### config.mk
export PLATFORM = sky130hd
export DESIGN_NAME = sample_spike_suppressor
export DESIGN_NICKNAME = d
export VERILOG_FILES = /design/src/rtl/ssup_pkg.sv /design/src/rtl/ssup_front.sv /design/src/rtl/ssup_queue.sv /design/src/rtl/ssup_back.sv /design/src/rtl/sample_spike_suppressor.sv
export SDC_FILE = /design/constraint.sdc
export NUM_CORES = 1
export LEC_CHECK = 0
export BUFFER_PORTS_ARGS = -buffer_cell sky130_fd_sc_hd__buf_4
export CAP_MARGIN = 20
export CORE_UTILIZATION = 50
export DETAILED_ROUTE_END_ITERATION = 12
export GPL_ROUTABILITY_DRIVEN = 0
export PLACE_DENSITY = 0.68
export SETUP_SLACK_MARGIN = 0.15
export SLEW_MARGIN = 20
export SYNTH_ARGS = -nofsm -noshare
export SYNTH_HDL_FRONTEND = slang
export SYNTH_SLANG_ARGS = --single-unit
### constraint.sdc
create_clock -name clk_i -period 16.95 [get_ports clk_i]
set_input_delay 0.8475 -clock clk_i [delete_from_list [all_inputs] [get_ports clk_i]]
set_output_delay 0.8475 -clock clk_i [all_outputs]
set_load 0.005 [all_outputs]
### src/rtl/ssup_pkg.sv
package ssup_pkg;

  localparam int unsigned SampleW = 16;
  localparam int unsigned PosW    = 16;
  localparam int unsigned WinLen  = 5;
  localparam int unsigned CountW  = 3;

  localparam logic [SampleW-1:0] ThreshReset = 16'd300;

  // One queue entry: a single corrected sample, or a whole window flush
  typedef struct packed {
    logic [WinLen-1:0][SampleW-1:0] samples;
    logic [CountW-1:0]              count;
    logic                           last;
  } ssup_entry_t;

endpackage

### src/rtl/ssup_front.sv
module ssup_front
  import ssup_pkg::*;
#(
  parameter int unsigned SCAN_END = 1020
) (
  input  logic               clk_i,
  input  logic               rst_ni,
  input  logic               cfg_we_i,
  input  logic [SampleW-1:0] cfg_wdata_i,
  input  logic               in_valid_i,
  output logic               in_ready_o,
  input  logic [SampleW-1:0] in_sample_i,
  input  logic               in_last_i,
  input  logic               q_full_i,
  output logic               q_push_o,
  output ssup_entry_t        q_entry_o
);

  localparam int unsigned ScanLim = SCAN_END + 2;

  logic [WinLen-1:0][SampleW-1:0] win_q, win_d;
  logic [CountW-1:0]              fill_q, fill_d;
  logic [PosW-1:0]                pos_q, pos_d;
  logic [SampleW-1:0]             thr_q;

  logic [WinLen-1:0][SampleW-1:0] w, c;
  logic accept, full5, check_en;
  logic o10, o01, o12, o21, o23, o32, o43, o34;
  logic r1, r2, r3;

  function automatic logic over(logic [SampleW-1:0] x, logic [SampleW-1:0] y,
                                logic [SampleW-1:0] t);
    logic [SampleW-1:0] diff;
    diff = x - y;
    return (x > y) && (diff > t);
  endfunction

  assign in_ready_o = !q_full_i;
  assign accept     = in_valid_i && in_ready_o;
  assign full5      = (fill_q == CountW'(WinLen - 1));
  assign check_en   = full5 && (pos_q >= PosW'(4)) && (32'(pos_q) <= ScanLim) &&
                      (pos_q != '1);

  always_comb begin
    w = win_q;
    w[fill_q] = in_sample_i;
  end

  assign o10 = over(w[1], w[0], thr_q);
  assign o01 = over(w[0], w[1], thr_q);
  assign o12 = over(w[1], w[2], thr_q);
  assign o21 = over(w[2], w[1], thr_q);
  assign o23 = over(w[2], w[3], thr_q);
  assign o32 = over(w[3], w[2], thr_q);
  assign o43 = over(w[4], w[3], thr_q);
  assign o34 = over(w[3], w[4], thr_q);

  // Each rule leaves a[p] equal to a[p-1], which blocks the later rules,
  // so all three can be judged on the uncorrected window.
  assign r1 = (o10 && o12) || (o01 && o21);
  assign r2 = (o10 && o23) || (o01 && o32);
  assign r3 = (o10 && o43) || (o01 && o34);

  always_comb begin
    c = w;
    if (check_en) begin
      priority if (r1) begin
        c[1] = w[0];
      end else if (r2) begin
        c[1] = w[0];
        c[2] = w[0];
      end else if (r3) begin
        c[1] = w[0];
        c[2] = w[0];
        c[3] = w[0];
      end
    end
  end

  always_comb begin
    win_d  = win_q;
    fill_d = fill_q;
    pos_d  = pos_q;
    if (accept) begin
      if (full5) begin
        win_d  = {SampleW'(0), c[4], c[3], c[2], c[1]};
        fill_d = fill_q;
      end else begin
        win_d  = w;
        fill_d = fill_q + CountW'(1);
      end
      pos_d = (pos_q != '1) ? pos_q + PosW'(1) : pos_q;
      if (in_last_i) begin
        fill_d = '0;
        pos_d  = '0;
      end
    end
  end

  assign q_push_o          = accept && (full5 || in_last_i);
  assign q_entry_o.samples = full5 ? c : w;
  assign q_entry_o.count   = in_last_i ? fill_q + CountW'(1) : CountW'(1);
  assign q_entry_o.last    = in_last_i;

  always_ff @(posedge clk_i or negedge rst_ni) begin
    if (!rst_ni) begin
      fill_q <= '0;
      pos_q  <= '0;
      thr_q  <= ThreshReset;
    end else begin
      fill_q <= fill_d;
      pos_q  <= pos_d;
      if (cfg_we_i) begin
        thr_q <= cfg_wdata_i;
      end
    end
  end

  always_ff @(posedge clk_i) begin
    win_q <= win_d;
  end

endmodule

### src/rtl/ssup_queue.sv
module ssup_queue
  import ssup_pkg::*;
(
  input  logic        clk_i,
  input  logic        rst_ni,
  input  logic        push_i,
  input  ssup_entry_t push_entry_i,
  output logic        full_o,
  input  logic        pop_i,
  output ssup_entry_t head_o,
  output logic        empty_o
);

  ssup_entry_t mem_q [2];
  logic        wr_ptr_q, rd_ptr_q;
  logic [1:0]  cnt_q;

  assign full_o  = (cnt_q == 2'd2);
  assign empty_o = (cnt_q == 2'd0);
  assign head_o  = mem_q[rd_ptr_q];

  always_ff @(posedge clk_i or negedge rst_ni) begin
    if (!rst_ni) begin
      wr_ptr_q <= 1'b0;
      rd_ptr_q <= 1'b0;
      cnt_q    <= '0;
    end else begin
      if (push_i) begin
        wr_ptr_q <= !wr_ptr_q;
      end
      if (pop_i) begin
        rd_ptr_q <= !rd_ptr_q;
      end
      unique case ({push_i, pop_i})
        2'b10:   cnt_q <= cnt_q + 2'd1;
        2'b01:   cnt_q <= cnt_q - 2'd1;
        default: cnt_q <= cnt_q;
      endcase
    end
  end

  always_ff @(posedge clk_i) begin
    if (push_i) begin
      mem_q[wr_ptr_q] <= push_entry_i;
    end
  end

endmodule

### src/rtl/ssup_back.sv
module ssup_back
  import ssup_pkg::*;
(
  input  logic               clk_i,
  input  logic               rst_ni,
  input  ssup_entry_t        head_i,
  input  logic               empty_i,
  output logic               pop_o,
  output logic               out_valid_o,
  input  logic               out_ready_i,
  output logic [SampleW-1:0] out_sample_o,
  output logic               out_last_o
);

  logic [CountW-1:0]  idx_q;
  logic               valid_q;
  logic [SampleW-1:0] sample_q;
  logic               last_q;
  logic               out_free, emit, entry_done;

  assign out_free   = !valid_q || out_ready_i;
  assign emit       = !empty_i && out_free;
  assign entry_done = (idx_q == head_i.count - CountW'(1));
  assign pop_o      = emit && entry_done;

  always_ff @(posedge clk_i or negedge rst_ni) begin
    if (!rst_ni) begin
      idx_q   <= '0;
      valid_q <= 1'b0;
    end else begin
      if (emit) begin
        valid_q <= 1'b1;
        idx_q   <= entry_done ? '0 : idx_q + CountW'(1);
      end else if (out_ready_i) begin
        valid_q <= 1'b0;
      end
    end
  end

  // Hold the result register until the receiver takes it
  always_ff @(posedge clk_i) begin
    if (emit) begin
      sample_q <= head_i.samples[idx_q];
      last_q   <= head_i.last && entry_done;
    end
  end

  assign out_valid_o  = valid_q;
  assign out_sample_o = sample_q;
  assign out_last_o   = last_q;

endmodule

### src/rtl/sample_spike_suppressor.sv
// Spike suppressor for a block of 16-bit ADC samples.
// Input stream s_axis: one sample per transfer, tlast on the final sample of
// a block. Output stream m_axis: the corrected samples in block order, tlast
// on the final one. cfg_we_i/cfg_wdata_i write the spike threshold; write it
// only while the block is idle.
// The first four samples of a block give no output; each later sample
// releases the sample four positions back. The tlast sample also flushes all
// held samples, so it releases up to five results.
// Throughput: one sample per cycle in and out, while the queue has room and
// the receiver is ready. At a block end the output serializer drains the
// flushed samples one sample per cycle; the two-entry queue between window
// and serializer lets the input keep going while the next block fills its
// window. Blocks shorter than five samples sent back to back can fill the
// queue and drop s_axis_tready until the pending flush drains.
// A released sample is written into the queue and then into the output
// register before it is valid on m_axis.
// Reset: threshold returns to 300 and the window empties.
// A stalled receiver holds the output register; the queue then fills and
// s_axis_tready drops until the receiver resumes.
module sample_spike_suppressor
  import ssup_pkg::*;
#(
  parameter int unsigned SCAN_END = 1020
) (
  input  logic               clk_i,
  input  logic               rst_ni,
  input  logic               cfg_we_i,
  input  logic [SampleW-1:0] cfg_wdata_i,
  input  logic               s_axis_tvalid,
  output logic               s_axis_tready,
  input  logic [15:0]        s_axis_tdata,  // [15:0] sample
  input  logic               s_axis_tlast,  // block_end
  output logic               m_axis_tvalid,
  input  logic               m_axis_tready,
  output logic [15:0]        m_axis_tdata,  // [15:0] clean_sample
  output logic               m_axis_tlast   // last_out
);

  logic        q_push, q_full, q_pop, q_empty;
  ssup_entry_t q_entry, q_head;

  ssup_front #(
    .SCAN_END(SCAN_END)
  ) u_front (
    .clk_i      (clk_i),
    .rst_ni     (rst_ni),
    .cfg_we_i   (cfg_we_i),
    .cfg_wdata_i(cfg_wdata_i),
    .in_valid_i (s_axis_tvalid),
    .in_ready_o (s_axis_tready),
    .in_sample_i(s_axis_tdata),
    .in_last_i  (s_axis_tlast),
    .q_full_i   (q_full),
    .q_push_o   (q_push),
    .q_entry_o  (q_entry)
  );

  ssup_queue u_queue (
    .clk_i       (clk_i),
    .rst_ni      (rst_ni),
    .push_i      (q_push),
    .push_entry_i(q_entry),
    .full_o      (q_full),
    .pop_i       (q_pop),
    .head_o      (q_head),
    .empty_o     (q_empty)
  );

  ssup_back u_back (
    .clk_i       (clk_i),
    .rst_ni      (rst_ni),
    .head_i      (q_head),
    .empty_i     (q_empty),
    .pop_o       (q_pop),
    .out_valid_o (m_axis_tvalid),
    .out_ready_i (m_axis_tready),
    .out_sample_o(m_axis_tdata),
    .out_last_o  (m_axis_tlast)
  );

  a_no_push_when_full : assert property (@(posedge clk_i) disable iff (!rst_ni)
    q_push |-> !q_full)
    else $error("queue overflow");

  a_no_pop_when_empty : assert property (@(posedge clk_i) disable iff (!rst_ni)
    q_pop |-> !q_empty)
    else $error("queue underflow");

  a_entry_count_range : assert property (@(posedge clk_i) disable iff (!rst_ni)
    q_push |-> (q_entry.count != '0) && (q_entry.count <= CountW'(WinLen)))
    else $error("queue entry count out of range");

  a_single_not_last : assert property (@(posedge clk_i) disable iff (!rst_ni)
    (q_push && !q_entry.last) |-> (q_entry.count == CountW'(1)))
    else $error("non-final entry carries more than one sample");

endmodule
==> summary.txt <==
Outcome
  • Status: finished clean

STA
  • TNS Setup: 0 ps
  • Max-slew violations: 0
  • Setup-failing EPs final: 0
  • Worst Tran Pin Value: 1000 ps
  • Fmax: 122 MHz
  • Final hold vios: 0
  • Post-layout minimum cycle time: 8230 ps
  • Final cycle utilization of the critical path: 48.5%
  • Final Skew: 15.8 ps
  • Slew margin rel.: 31.2%
  • RSZ-0062 raised after global routing: false

Synth
  • Synth top area cells: edfxtp_1 34%, ha_1 13%, mux2i_1 5.6%
  • Top FF cell, synth: edfxtp_1
  • Post-synthesis cell type count: 101
  • Syn avg cell area: 10.5 um^2
  • Yosys warns: 0
  • Post-Syn Nets: 2,492
  • Post-synth EDFFs: 265
  • FF+latch count, synth: 308
  • Syn Inst Count: 2,208
  • Yosys top cell by area: edfxtp_1
  • Mapped Area: 23,200 um^2
  • Sequential element share of the synthesized area: 38.9%
  • Area share of the largest cell type after synthesis: 34.3%
  • Async SR Flop Fraction: 14.0%

Drt
  • DRC: 0
  • Wire per inst: 23.4 um
  • Routed met2 length: 29.4 mm
  • DR vias: 18,200
  • Iter 0 DRT Violations: 2,127
  • WL met1: 28.6 mm
  • Highest routed metal layer: met4
  • Total Wirelength: 66.2 mm
  • Number of nets with antenna violations after routing: 0
  • DRT Pass-1 Iters: 5
  • Met3 WL: 6.31 mm
  • Vias per std cell: 6.45

Worst setup path
  • Critical path class: reg2reg
  • Crit path launch: u_front.fill_q[2]$_DFFE_PN0P_
  • Worst path slowest cell: dfrtp_1
  • R2r setup slk: 8720 ps
  • Critical path peak fanout: 31
  • Reg2reg path depth: 26
  • CP bufs+invs: 3
  • CP startpoint kind: flop
  • Reg-to-Reg Start: u_front.fill_q[2]$_DFFE_PN0P_
  • WP data required: 17,250 ps
  • Max incr delay on CP: 970 ps
  • Critical path depth: 26
  • Worst R2R End: u_front.win_q[22]$_DFFE_PP_
  • Largest delay contributor family on the critical path: compound AO/OA/AOI/OAI gates
  • Critical path endpoint category: flop
  • Critical path data arrival time: 8530 ps

GRT
  • Gr usage total: 27.8%
  • Number of global-route vias before repair: 17,600
  • Gr ovfl total: 0
  • First-pass GRT wire length: 101 mm
  • Largest net degree at the start of global routing: 85
  • Initial antenna violation count: 1

Finish
  • Antenna diode count: 0
  • FILL cells: 3,849
  • Area of the multi-input gates: 13,200 um^2
  • Area growth from synthesis to layout: 8.43%
  • Storage element area: 9040 um^2
  • Nets: 2,489
  • Layout cells sized above 1: 11.4%

CTS
  • CTS Buffer Depth: 3
  • Reg clk slew, reported paths: 60 ps
  • Cts repair resizes: 0
  • H-tree levels: 2
  • TritonCTS Buffers: 35
  • # clock sinks: 308
  • CTS tree: yes
  • Post-CTS Setup Bufs: 0
  • # hold bufs at CTS: 0
  • Clock root cell: clkbuf_16
  • Skew-Pair Late Insertion Delay: 560 ps

Die
  • Die area: 47,300 um^2
  • # rows: 78
  • Total core area: 45,600 um^2
  • Initial Util: 51.0%
  • Die width: 218 um
  • I/O pins: 57
  • DIE HEIGHT: 218 um

Place
  • Dpl hpwl: 49.3 mm
  • I/O Buffers: 56

Worst hold path
  • Hold WC Path Type: in2async

Flow run
  • Max Cap Viol: 0
==> cell usage after synthesis (5+ instances only) <==
library cell and number:
edfxtp_1 265, ha_1 243, a21oi_1 187, inv_1 142
nor2_1 139, mux2i_1 129, nand2_1 97, xnor2_1 96
clkbuf_1 90, a21o_1 88, o21ai_0 88, mux2_2 51
xor2_1 49, dfrtp_1 39, nand4_1 37, mux4_2 32
nor3_1 31, a221oi_1 27, nand3_1 27, and3_1 22
nor2b_1 19, and4_1 15, o21a_1 15, and2_1 14
nand2b_1 14, o21bai_1 14, a31oi_1 13, a211oi_1 12
buf_2 12, or2_2 9, o211ai_1 8, o21ai_1 8
a221o_1 7, buf_1 7, o2111ai_1 7, o22ai_1 7
or3_1 7, nor3b_1 6, a22oi_1 5, nand3b_1 5
nor4_1 5, nor4bb_1 5, o221ai_1 5, o31ai_1 5
==> state kept, by name, indices dropped and copies added, names as in the netlist <==
signal / cells
u_back.idx_q: 3
u_back.out_last_o: 1
u_back.out_sample_o: 16
u_back.out_valid_o: 1
u_front.fill_q: 3
u_front.pos_q: 16
u_front.thr_q: 16
u_front.win_q: 80
u_queue.cnt_q: 2
u_queue.mem_q: 168
u_queue.rd_ptr_q: 1
u_queue.wr_ptr_q: 1
==> cell families after synthesis <==
logic type / after synthesis / share of synthesized area (%)
compound gates: 558 / 15.8
xor+xnor: 145 / 5.47
fa+ha+maj: 251 / 13.6
buf+inv: 259 / 4.48
flops: 308 / 38.9
mux: 215 / 11.3
simple gates: 472 / 10.5
==> worst max path at each step <==
stage	to	slack, ps
detailed placement	u_front.win_q[22]$_DFFE_PP_	8950
global route	u_front.win_q[1]$_DFFE_PP_	8260
CTS	u_front.win_q[17]$_DFFE_PP_	8910
finish	u_front.win_q[22]$_DFFE_PP_	8720
floorplan	u_front.win_q[44]$_DFFE_PP_	9830
global placement	u_front.win_q[10]$_DFFE_PP_	9110
==> cell usage in the layout, fill, tap and decap left out, drive strengths merged, types with 15 or more instances in the layout <==
cell,count
edfxtp,265
ha,243
a21oi,187
inv,143
nor2,139
mux2i,132
nand2,98
o21ai,97
xnor2,96
a21o,88
buf,77
clkbuf,52
mux2,51
xor2,49
dfrtp,39
nand4,37
mux4,32
nor3,31
nand3,27
a221oi,27
and3,22
nor2b,20
o21a,15
and4,15
and2,15
==> metrics by stage <==
stage	cells	util, %	cell area, um^2	setup WS (ps)	hold WS [ps]
after CTS	2829	55.3	25200	8910	321
after global routing	2829	55.3	25200	8260	342
final	2829	55.3	25200	8720	305
after detailed placement	2768	52.9	24100	8950	503
after global placement	2768	52.9	24100	9110	494
after floorplan	2208	-	23200	9830	468
==> per-layer routing <==
metal / vias to the layer above / global-route usage [%]
met3: 135 / 5.41
met5: - / 0
met4: 0 / 8.24
met2: 899 / 42.6
li1: 8248 / -
met1: 8964 / 39.7
==> area by class of cell <==
cell class | count | area share [%]
inverters | 142 | 2.12
well taps | 600 | 2.98
repair buffers | 77 | 2.32
flip-flops and latches | 308 | 35.9
multi-input cells | 1641 | 52.4
clock buffers | 52 | 3.93
clock inverters | 9 | 0.368
Power is not shown: default switching activity piles up to over one toggle a cycle in this logic, so the estimate is an artifact.
